File: src/rtl/icmp_chk_pkg.sv
// Shared constants and types for the ICMP echo request checker.
// No dependencies; the core refers to these by scoped names.
package icmp_chk_pkg;

  localparam int unsigned MsgLenW = 16;
  localparam logic [MsgLenW-1:0] MinMsgLen = MsgLenW'(8);
  localparam logic [7:0] EchoRequest = 8'd8;
  localparam logic [7:0] EchoReply = 8'd0;
  localparam logic [15:0] SumGood = 16'hFFFF;

  typedef enum logic [1:0] {
    VerdictReply       = 2'd0,
    VerdictInvalid     = 2'd1,
    VerdictUnsupported = 2'd2
  } verdict_t;

  // Ones' complement add of two 16-bit words with end-around carry.
  function automatic logic [15:0] oc_add(input logic [15:0] a, input logic [15:0] b);
    logic [16:0] s;
    s = {1'b0, a} + {1'b0, b};
    return s[15:0] + {15'd0, s[16]};
  endfunction

endpackage

File: src/rtl/icmp_echo_request_checker_core.sv
// ICMP echo request checker: byte-wide message in, one verdict per message out.
// Depends on icmp_chk_pkg (constants, verdict_t, oc_add).
//
// Usage
//   Input channel (in_valid / in_stall): one message byte per item, in wire
//   order, with last set on the final byte. src_addr and dst_addr are taken
//   from the first byte of each message only.
//   Output channel (out_valid / out_stall): one item per message, on its final
//   byte: verdict, rewritten type, addresses (swapped on an echo reply) and the
//   message length, which saturates at 65535.
//   Throughput: one byte per cycle, except while a final byte waits under
//   out_stall. Every byte passes an input register and one ones' complement
//   add with end-around carry before the state and the result register.
//   Result path: an accepted final byte is held in the input register, and
//   its verdict and fields are then written to the result register, which
//   drives the output channel.
//   Stall: while a result waits under out_stall, non-final bytes still flow;
//   a final byte waits in the input register and in_stall rises until the
//   result register frees up.
//   Reset: rst clears the running sum, counters, held fields and both valid
//   flags; the block is ready for a new message on the next cycle.
module icmp_echo_request_checker_core (
  input  logic        clk,
  input  logic        rst,
  input  logic        in_valid,
  output logic        in_stall,
  input  logic [7:0]  data_byte,
  input  logic        last,
  input  logic [31:0] src_addr,
  input  logic [31:0] dst_addr,
  output logic        out_valid,
  input  logic        out_stall,
  output logic [1:0]  verdict,
  output logic [7:0]  reply_type,
  output logic [31:0] out_src,
  output logic [31:0] out_dst,
  output logic [icmp_chk_pkg::MsgLenW-1:0] msg_length
);

  localparam int unsigned LenW = icmp_chk_pkg::MsgLenW;
  localparam logic [LenW-1:0] LenMax = {LenW{1'b1}};

  // input register
  logic        s1_valid;
  logic [7:0]  s1_byte;
  logic        s1_last;
  logic [31:0] s1_src;
  logic [31:0] s1_dst;

  // per-message state
  logic [15:0]     word_sum;
  logic [7:0]      high_byte_hold;
  logic [LenW-1:0] byte_count;
  logic [7:0]      msg_type;
  logic [7:0]      msg_code;
  logic [31:0]     held_src;
  logic [31:0]     held_dst;
  logic            overlong;

  // result register
  logic                   r_valid;
  icmp_chk_pkg::verdict_t r_verdict;
  logic [7:0]             r_type;
  logic [31:0]            r_src;
  logic [31:0]            r_dst;
  logic [LenW-1:0]        r_len;

  logic advance;
  logic fire;
  logic in_take;

  logic [15:0]     word_sum_next;
  logic [7:0]      high_byte_hold_next;
  logic [LenW-1:0] byte_count_next;
  logic [7:0]      msg_type_next;
  logic [7:0]      msg_code_next;
  logic [31:0]     held_src_next;
  logic [31:0]     held_dst_next;
  logic            overlong_next;
  icmp_chk_pkg::verdict_t verdict_next;
  logic [7:0]      type_out_next;
  logic [31:0]     src_out_next;
  logic [31:0]     dst_out_next;

  // a non-final item never needs the result register
  assign advance = !s1_last || !r_valid || !out_stall;
  assign fire    = s1_valid && advance;
  assign in_stall = s1_valid && !advance;
  assign in_take  = in_valid && !in_stall;

  always_comb begin
    logic        first;
    logic        sat;
    logic        do_add;
    logic [15:0] word;
    first = (byte_count == '0);
    sat   = (byte_count == LenMax);

    held_src_next = first ? s1_src : held_src;
    held_dst_next = first ? s1_dst : held_dst;
    overlong_next = overlong || sat;
    byte_count_next = sat ? byte_count : byte_count + LenW'(1);
    msg_type_next = (!sat && first) ? s1_byte : msg_type;
    msg_code_next = (!sat && byte_count == LenW'(1)) ? s1_byte : msg_code;
    high_byte_hold_next = (!sat && !byte_count[0]) ? s1_byte : high_byte_hold;

    // odd position closes a word; a final byte at even position is padded
    do_add = 1'b0;
    word   = {high_byte_hold, s1_byte};
    if (!sat) begin
      if (byte_count[0]) begin
        do_add = 1'b1;
      end else if (s1_last) begin
        do_add = 1'b1;
        word   = {s1_byte, 8'd0};
      end
    end
    word_sum_next = do_add ? icmp_chk_pkg::oc_add(word_sum, word) : word_sum;

    verdict_next  = icmp_chk_pkg::VerdictUnsupported;
    type_out_next = msg_type_next;
    src_out_next  = held_src_next;
    dst_out_next  = held_dst_next;
    if (overlong_next || byte_count_next < icmp_chk_pkg::MinMsgLen
        || word_sum_next != icmp_chk_pkg::SumGood) begin
      verdict_next = icmp_chk_pkg::VerdictInvalid;
    end else if (msg_type_next == icmp_chk_pkg::EchoRequest) begin
      if (msg_code_next != 8'd0) begin
        verdict_next = icmp_chk_pkg::VerdictInvalid;
      end else begin
        verdict_next  = icmp_chk_pkg::VerdictReply;
        type_out_next = icmp_chk_pkg::EchoReply;
        src_out_next  = held_dst_next;
        dst_out_next  = held_src_next;
      end
    end
  end

  always_ff @(posedge clk) begin
    if (in_take) begin
      s1_byte <= data_byte;
      s1_last <= last;
      s1_src  <= src_addr;
      s1_dst  <= dst_addr;
    end
    if (rst) begin
      s1_valid <= 1'b0;
    end else if (in_take) begin
      s1_valid <= 1'b1;
    end else if (advance) begin
      s1_valid <= 1'b0;
    end
  end

  always_ff @(posedge clk) begin
    if (rst || (fire && s1_last)) begin
      // clear for the next message
      word_sum       <= '0;
      high_byte_hold <= '0;
      byte_count     <= '0;
      msg_type       <= '0;
      msg_code       <= '0;
      held_src       <= '0;
      held_dst       <= '0;
      overlong       <= 1'b0;
    end else if (fire) begin
      word_sum       <= word_sum_next;
      high_byte_hold <= high_byte_hold_next;
      byte_count     <= byte_count_next;
      msg_type       <= msg_type_next;
      msg_code       <= msg_code_next;
      held_src       <= held_src_next;
      held_dst       <= held_dst_next;
      overlong       <= overlong_next;
    end
  end

  always_ff @(posedge clk) begin
    if (fire && s1_last) begin
      r_verdict <= verdict_next;
      r_type    <= type_out_next;
      r_src     <= src_out_next;
      r_dst     <= dst_out_next;
      r_len     <= byte_count_next;
    end
    if (rst) begin
      r_valid <= 1'b0;
    end else if (fire && s1_last) begin
      r_valid <= 1'b1;
    end else if (!out_stall) begin
      r_valid <= 1'b0;
    end
  end

  assign out_valid  = r_valid;
  assign verdict    = r_verdict;
  assign reply_type = r_type;
  assign out_src    = r_src;
  assign out_dst    = r_dst;
  assign msg_length = r_len;

  a_overlong_count: assert property (@(posedge clk) disable iff (rst)
    overlong |-> byte_count == LenMax)
    else $error("overlong set with an unsaturated byte count");

  a_clear_after_last: assert property (@(posedge clk) disable iff (rst)
    fire && s1_last |=> byte_count == '0 && word_sum == 16'd0 && !overlong)
    else $error("message state not cleared after a final item");

  a_reply_fields: assert property (@(posedge clk) disable iff (rst)
    r_valid && r_verdict == icmp_chk_pkg::VerdictReply |->
      r_type == icmp_chk_pkg::EchoReply && r_len >= icmp_chk_pkg::MinMsgLen)
    else $error("echo reply with bad type or short length");

  a_no_overwrite: assert property (@(posedge clk) disable iff (rst)
    r_valid && out_stall |=> r_valid && $stable(r_len) && $stable(r_src))
    else $error("waiting result overwritten");

  a_stall_cause: assert property (@(posedge clk) disable iff (rst)
    in_stall |-> s1_valid && s1_last && r_valid)
    else $error("input stalled without a blocked final item");

endmodule
File: config.mk
export PLATFORM = sky130hd
export DESIGN_NAME = icmp_echo_request_checker_core
export DESIGN_NICKNAME = d
export VERILOG_FILES = /design/src/rtl/icmp_chk_pkg.sv /design/src/rtl/icmp_echo_request_checker_core.sv
export SDC_FILE = /design/constraint.sdc
export NUM_CORES = 1
export LEC_CHECK = 0
export ABC_AREA = 1
export BUFFER_PORTS_ARGS = -buffer_cell sky130_fd_sc_hd__buf_2
export CAP_MARGIN = 20
export CORE_MARGIN = 3
export CORE_UTILIZATION = 25
export CTS_CLUSTER_DIAMETER = 60
export DETAILED_ROUTE_END_ITERATION = 6
export PLACE_DENSITY_LB_ADDON = 0.3
export SYNTH_ARGS = -nofsm -noshare
export SYNTH_HDL_FRONTEND = slang
export SYNTH_SLANG_ARGS = --single-unit
File: constraint.sdc
create_clock -name clk -period 6.85 [get_ports clk]
set_input_delay 0 -clock clk [delete_from_list [all_inputs] [get_ports clk]]
set_output_delay 0 -clock clk [all_outputs]
set_load 0.05 [all_outputs]
==> flow_metrics.tcl <==
set metrics [dict create \
    wl_met2_um 20900 \
    gp_congestion 0.898 \
    die_w_um 255 \
    final.min_clock_period_ns 6.25 \
    die_h_um 255 \
    path_max_fanout 39 \
    p_leak_uw 0.00955 \
    synth_cell_types 37 \
    wl_um 46400 \
    tns_ns 0 \
    cts_made_buffers 38 \
    fin_area_um2 18900 \
    required_ns 7.16 \
    syn-num-nets 2082 \
    cts-root-buf "clkbuf_16" \
    finalHoldViolCount 0 \
    worst_slew_pin_slew_ns 1.10 \
    io_buffers 168 \
    hold_path.class "primary input to flop" \
    ys_warn_count 0 \
    place_hpwl_um 31000 \
    path_delay_family "simple AND/OR/NAND/NOR gates" \
    synth-edff-count 163 \
    grt_max_degree 99 \
    num_vias 13500 \
    drc 0 \
    fp.coreArea_um2 60700 \
    vias_per_cell 4.52 \
    dp.cells 2851 \
    slew_viol_final 0 \
    drtIter0Drc 917 \
    rows 90 \
    wl_met1_um 21700 \
    power_density_nw_per_um2 258 \
    dieArea_um2 64800 \
    cp-start-kind "flop" \
    peakVddDrop_mv 0.155 \
    synthFlopType "edfxtp_1" \
    synthCells 1979 \
    antenna_found_initial 1 \
    synthArstFlopShare 0 \
    seq_area_frac_synth 0.476 \
    cpMaxStageDelayCell "buf_4" \
    routedWlPerCell_um 15.5 \
    synthToLayoutAreaGrowth_pct 22.3 \
    final_nets 2289 \
    critPathMostFrequentCell "nand2_1" \
    placed_area_um2 16900 \
    status "finished, final reports clean" \
    cts_sinks 286 \
    setup_viol 0 \
    ys_ff_latch 286 \
    rsz0062_at_grt "false" \
    clk_latency_ns 0.55 \
    clkTransAtPathRegs_ns 0.05 \
    finalNonFillerCells 2999 \
    grt_first_pass_wirelength_um 71500 \
    clk_path_buf_depth 3 \
    htree_levels 2 \
    syn_area_um2 15500 \
    totalPowerFinal_uw 4870 \
    relSlewSlack 0.269 \
    first_global_vias 12900 \
    grt_use_total 0.140 \
    globalRouteOverflowTotal 0 \
    fillers 6377 \
    drive_above_1_share 0.134 \
    top_layer_used "met4" \
    pin_count 169 \
    worstSetupPathType "flop to flop" \
    multiInputGateArea_um2 6160 \
    cap_viol_max_count 0 \
    start_util 0.255 \
    post-route-period-util 0.912 \
    path_buf_inv 6 \
    dr_wl_met3_um 2690 \
    ff_latch_area_um2 7360 \
    max_stage_delay_ns 0.49 \
    endpoint_kind "flop" \
    finClkSkew_ns 0.0286 \
    synth.avg_cell_area_um2 7.81 \
    fmax_mhz 160 \
    cp.arrival_ns 6.56 \
    tritoncts "done" \
    firstDrtPassIters 5 \
    ant_nets 0 \
]
per-stage QoR:
| stage | hold slack, ns | util | setup slack, ns |
|---|---|---|---|
| 2_1_floorplan | 0.0691 | - | 1.85 |
| 3_3_place_gp | 0.177 | 0.278 | 0.724 |
| 3_5_place_dp | 0.178 | 0.278 | 0.654 |
| 4_1_cts | 0.118 | 0.311 | 0.632 |
| 5_1_grt | 0.147 | 0.311 | 0.0175 |
| 6_report | 0.160 | 0.311 | 0.601 |
where the power goes:
group          switching [uW]  leakage (uW)  internal, uW
clock network             778      0.000601          1170
registers                50.9       0.00257          1930
logic                     645       0.00637           287
total                    1470       0.00955          3390
cells in the final DEF (no fill, tap or decap), types with 9 or more instances in the layout:
cell	Yosys	final
o21ai_1	11	11
inv_2	11	11
dfxtp_1	123	123
dlygate4sd3_1	0	77
nand4_1	81	81
edfxtp_1	163	163
nand3_1	70	70
o21ai_0	143	143
inv_1	354	352
nand2_1	487	484
ha_1	25	25
mux2i_1	36	36
nor2_1	164	163
clkbuf_16	0	38
clkbuf_1	38	9
a21oi_1	74	74
buf_2	16	168
buf_4	13	16
nor3_1	41	41
o211ai_1	49	49
per-layer routing:
metal / track usage / vias to the layer above
met1: 0.189 / 6250
li1: - / 6826
met5: 0 / -
met3: 0.0244 / 81
met4: 0.0456 / 0
met2: 0.229 / 386
synth_stat cells, drive strengths merged (4+ instances only):
master | number | area (um2)
nand2 | 493 | 1870
inv | 365 | 1370
nor2 | 175 | 718
edfxtp | 163 | 4890
o21ai | 154 | 771
dfxtp | 123 | 2460
nand4 | 81 | 507
nand3 | 78 | 445
a21oi | 76 | 388
buf | 59 | 455
o211ai | 49 | 368
nor3 | 42 | 215
clkbuf | 38 | 143
mux2i | 36 | 360
ha | 25 | 313
a211oi | 4 | 30.0
or2 | 4 | 25.0
cell type report:
class | instances | share of cell area
antenna | 1 | 0.000132
clock buffer | 53 | 0.0565
clock inverter | 17 | 0.00907
inverter | 365 | 0.0728
multi-input combinational | 1231 | 0.326
sequential | 286 | 0.389
tap | 782 | 0.0518
timing repair buffer | 264 | 0.0944
kinds of logic (layout without fill, tap and decap cells):
group	Yosys count	count (layout)	synth area share
fa+ha+maj	26	26	0.0215
simple gates	878	878	0.247
compound gates	287	287	0.103
mux	36	36	0.0233
other cells	0	1	0
buf+inv	462	699	0.127
flops	286	286	0.476
xor+xnor	4	4	0.00227
registers in the layout, summed over array words and instances (netlist names), 8 cells and up:
name,cells
msg_code,8
high_byte_hold,8
reply_type,8
msg_length,16
s1_src,32
byte_count,16
out_src,32
held_dst,32
out_dst,32
s1_byte,8
msg_type,8
s1_dst,32
word_sum,16
held_src,32
path summary, 6_finish.rpt:
path / startpoint / to / slack, ns / cells past startpoint
setup / recovery: byte_count[0] / out_dst[0] / 0.60 / 37
hold reg to reg: high_byte_hold[7] / high_byte_hold[7] / 0.46 / 2
hold / removal: src_addr[9] / s1_src[9] / 0.16 / 2
setup reg to reg: byte_count[0] / out_dst[0] / 0.60 / 37
repair_timing:
action / in CTS / in global routing
endpoints found under the setup margin: 0 / 28
gates resized for setup: 0 / 1
hold endpoints to repair: 84 / 0
setup buffers: 0 / 0
hold buffers: 77 / 0
(Power assumes the default switching activity.)
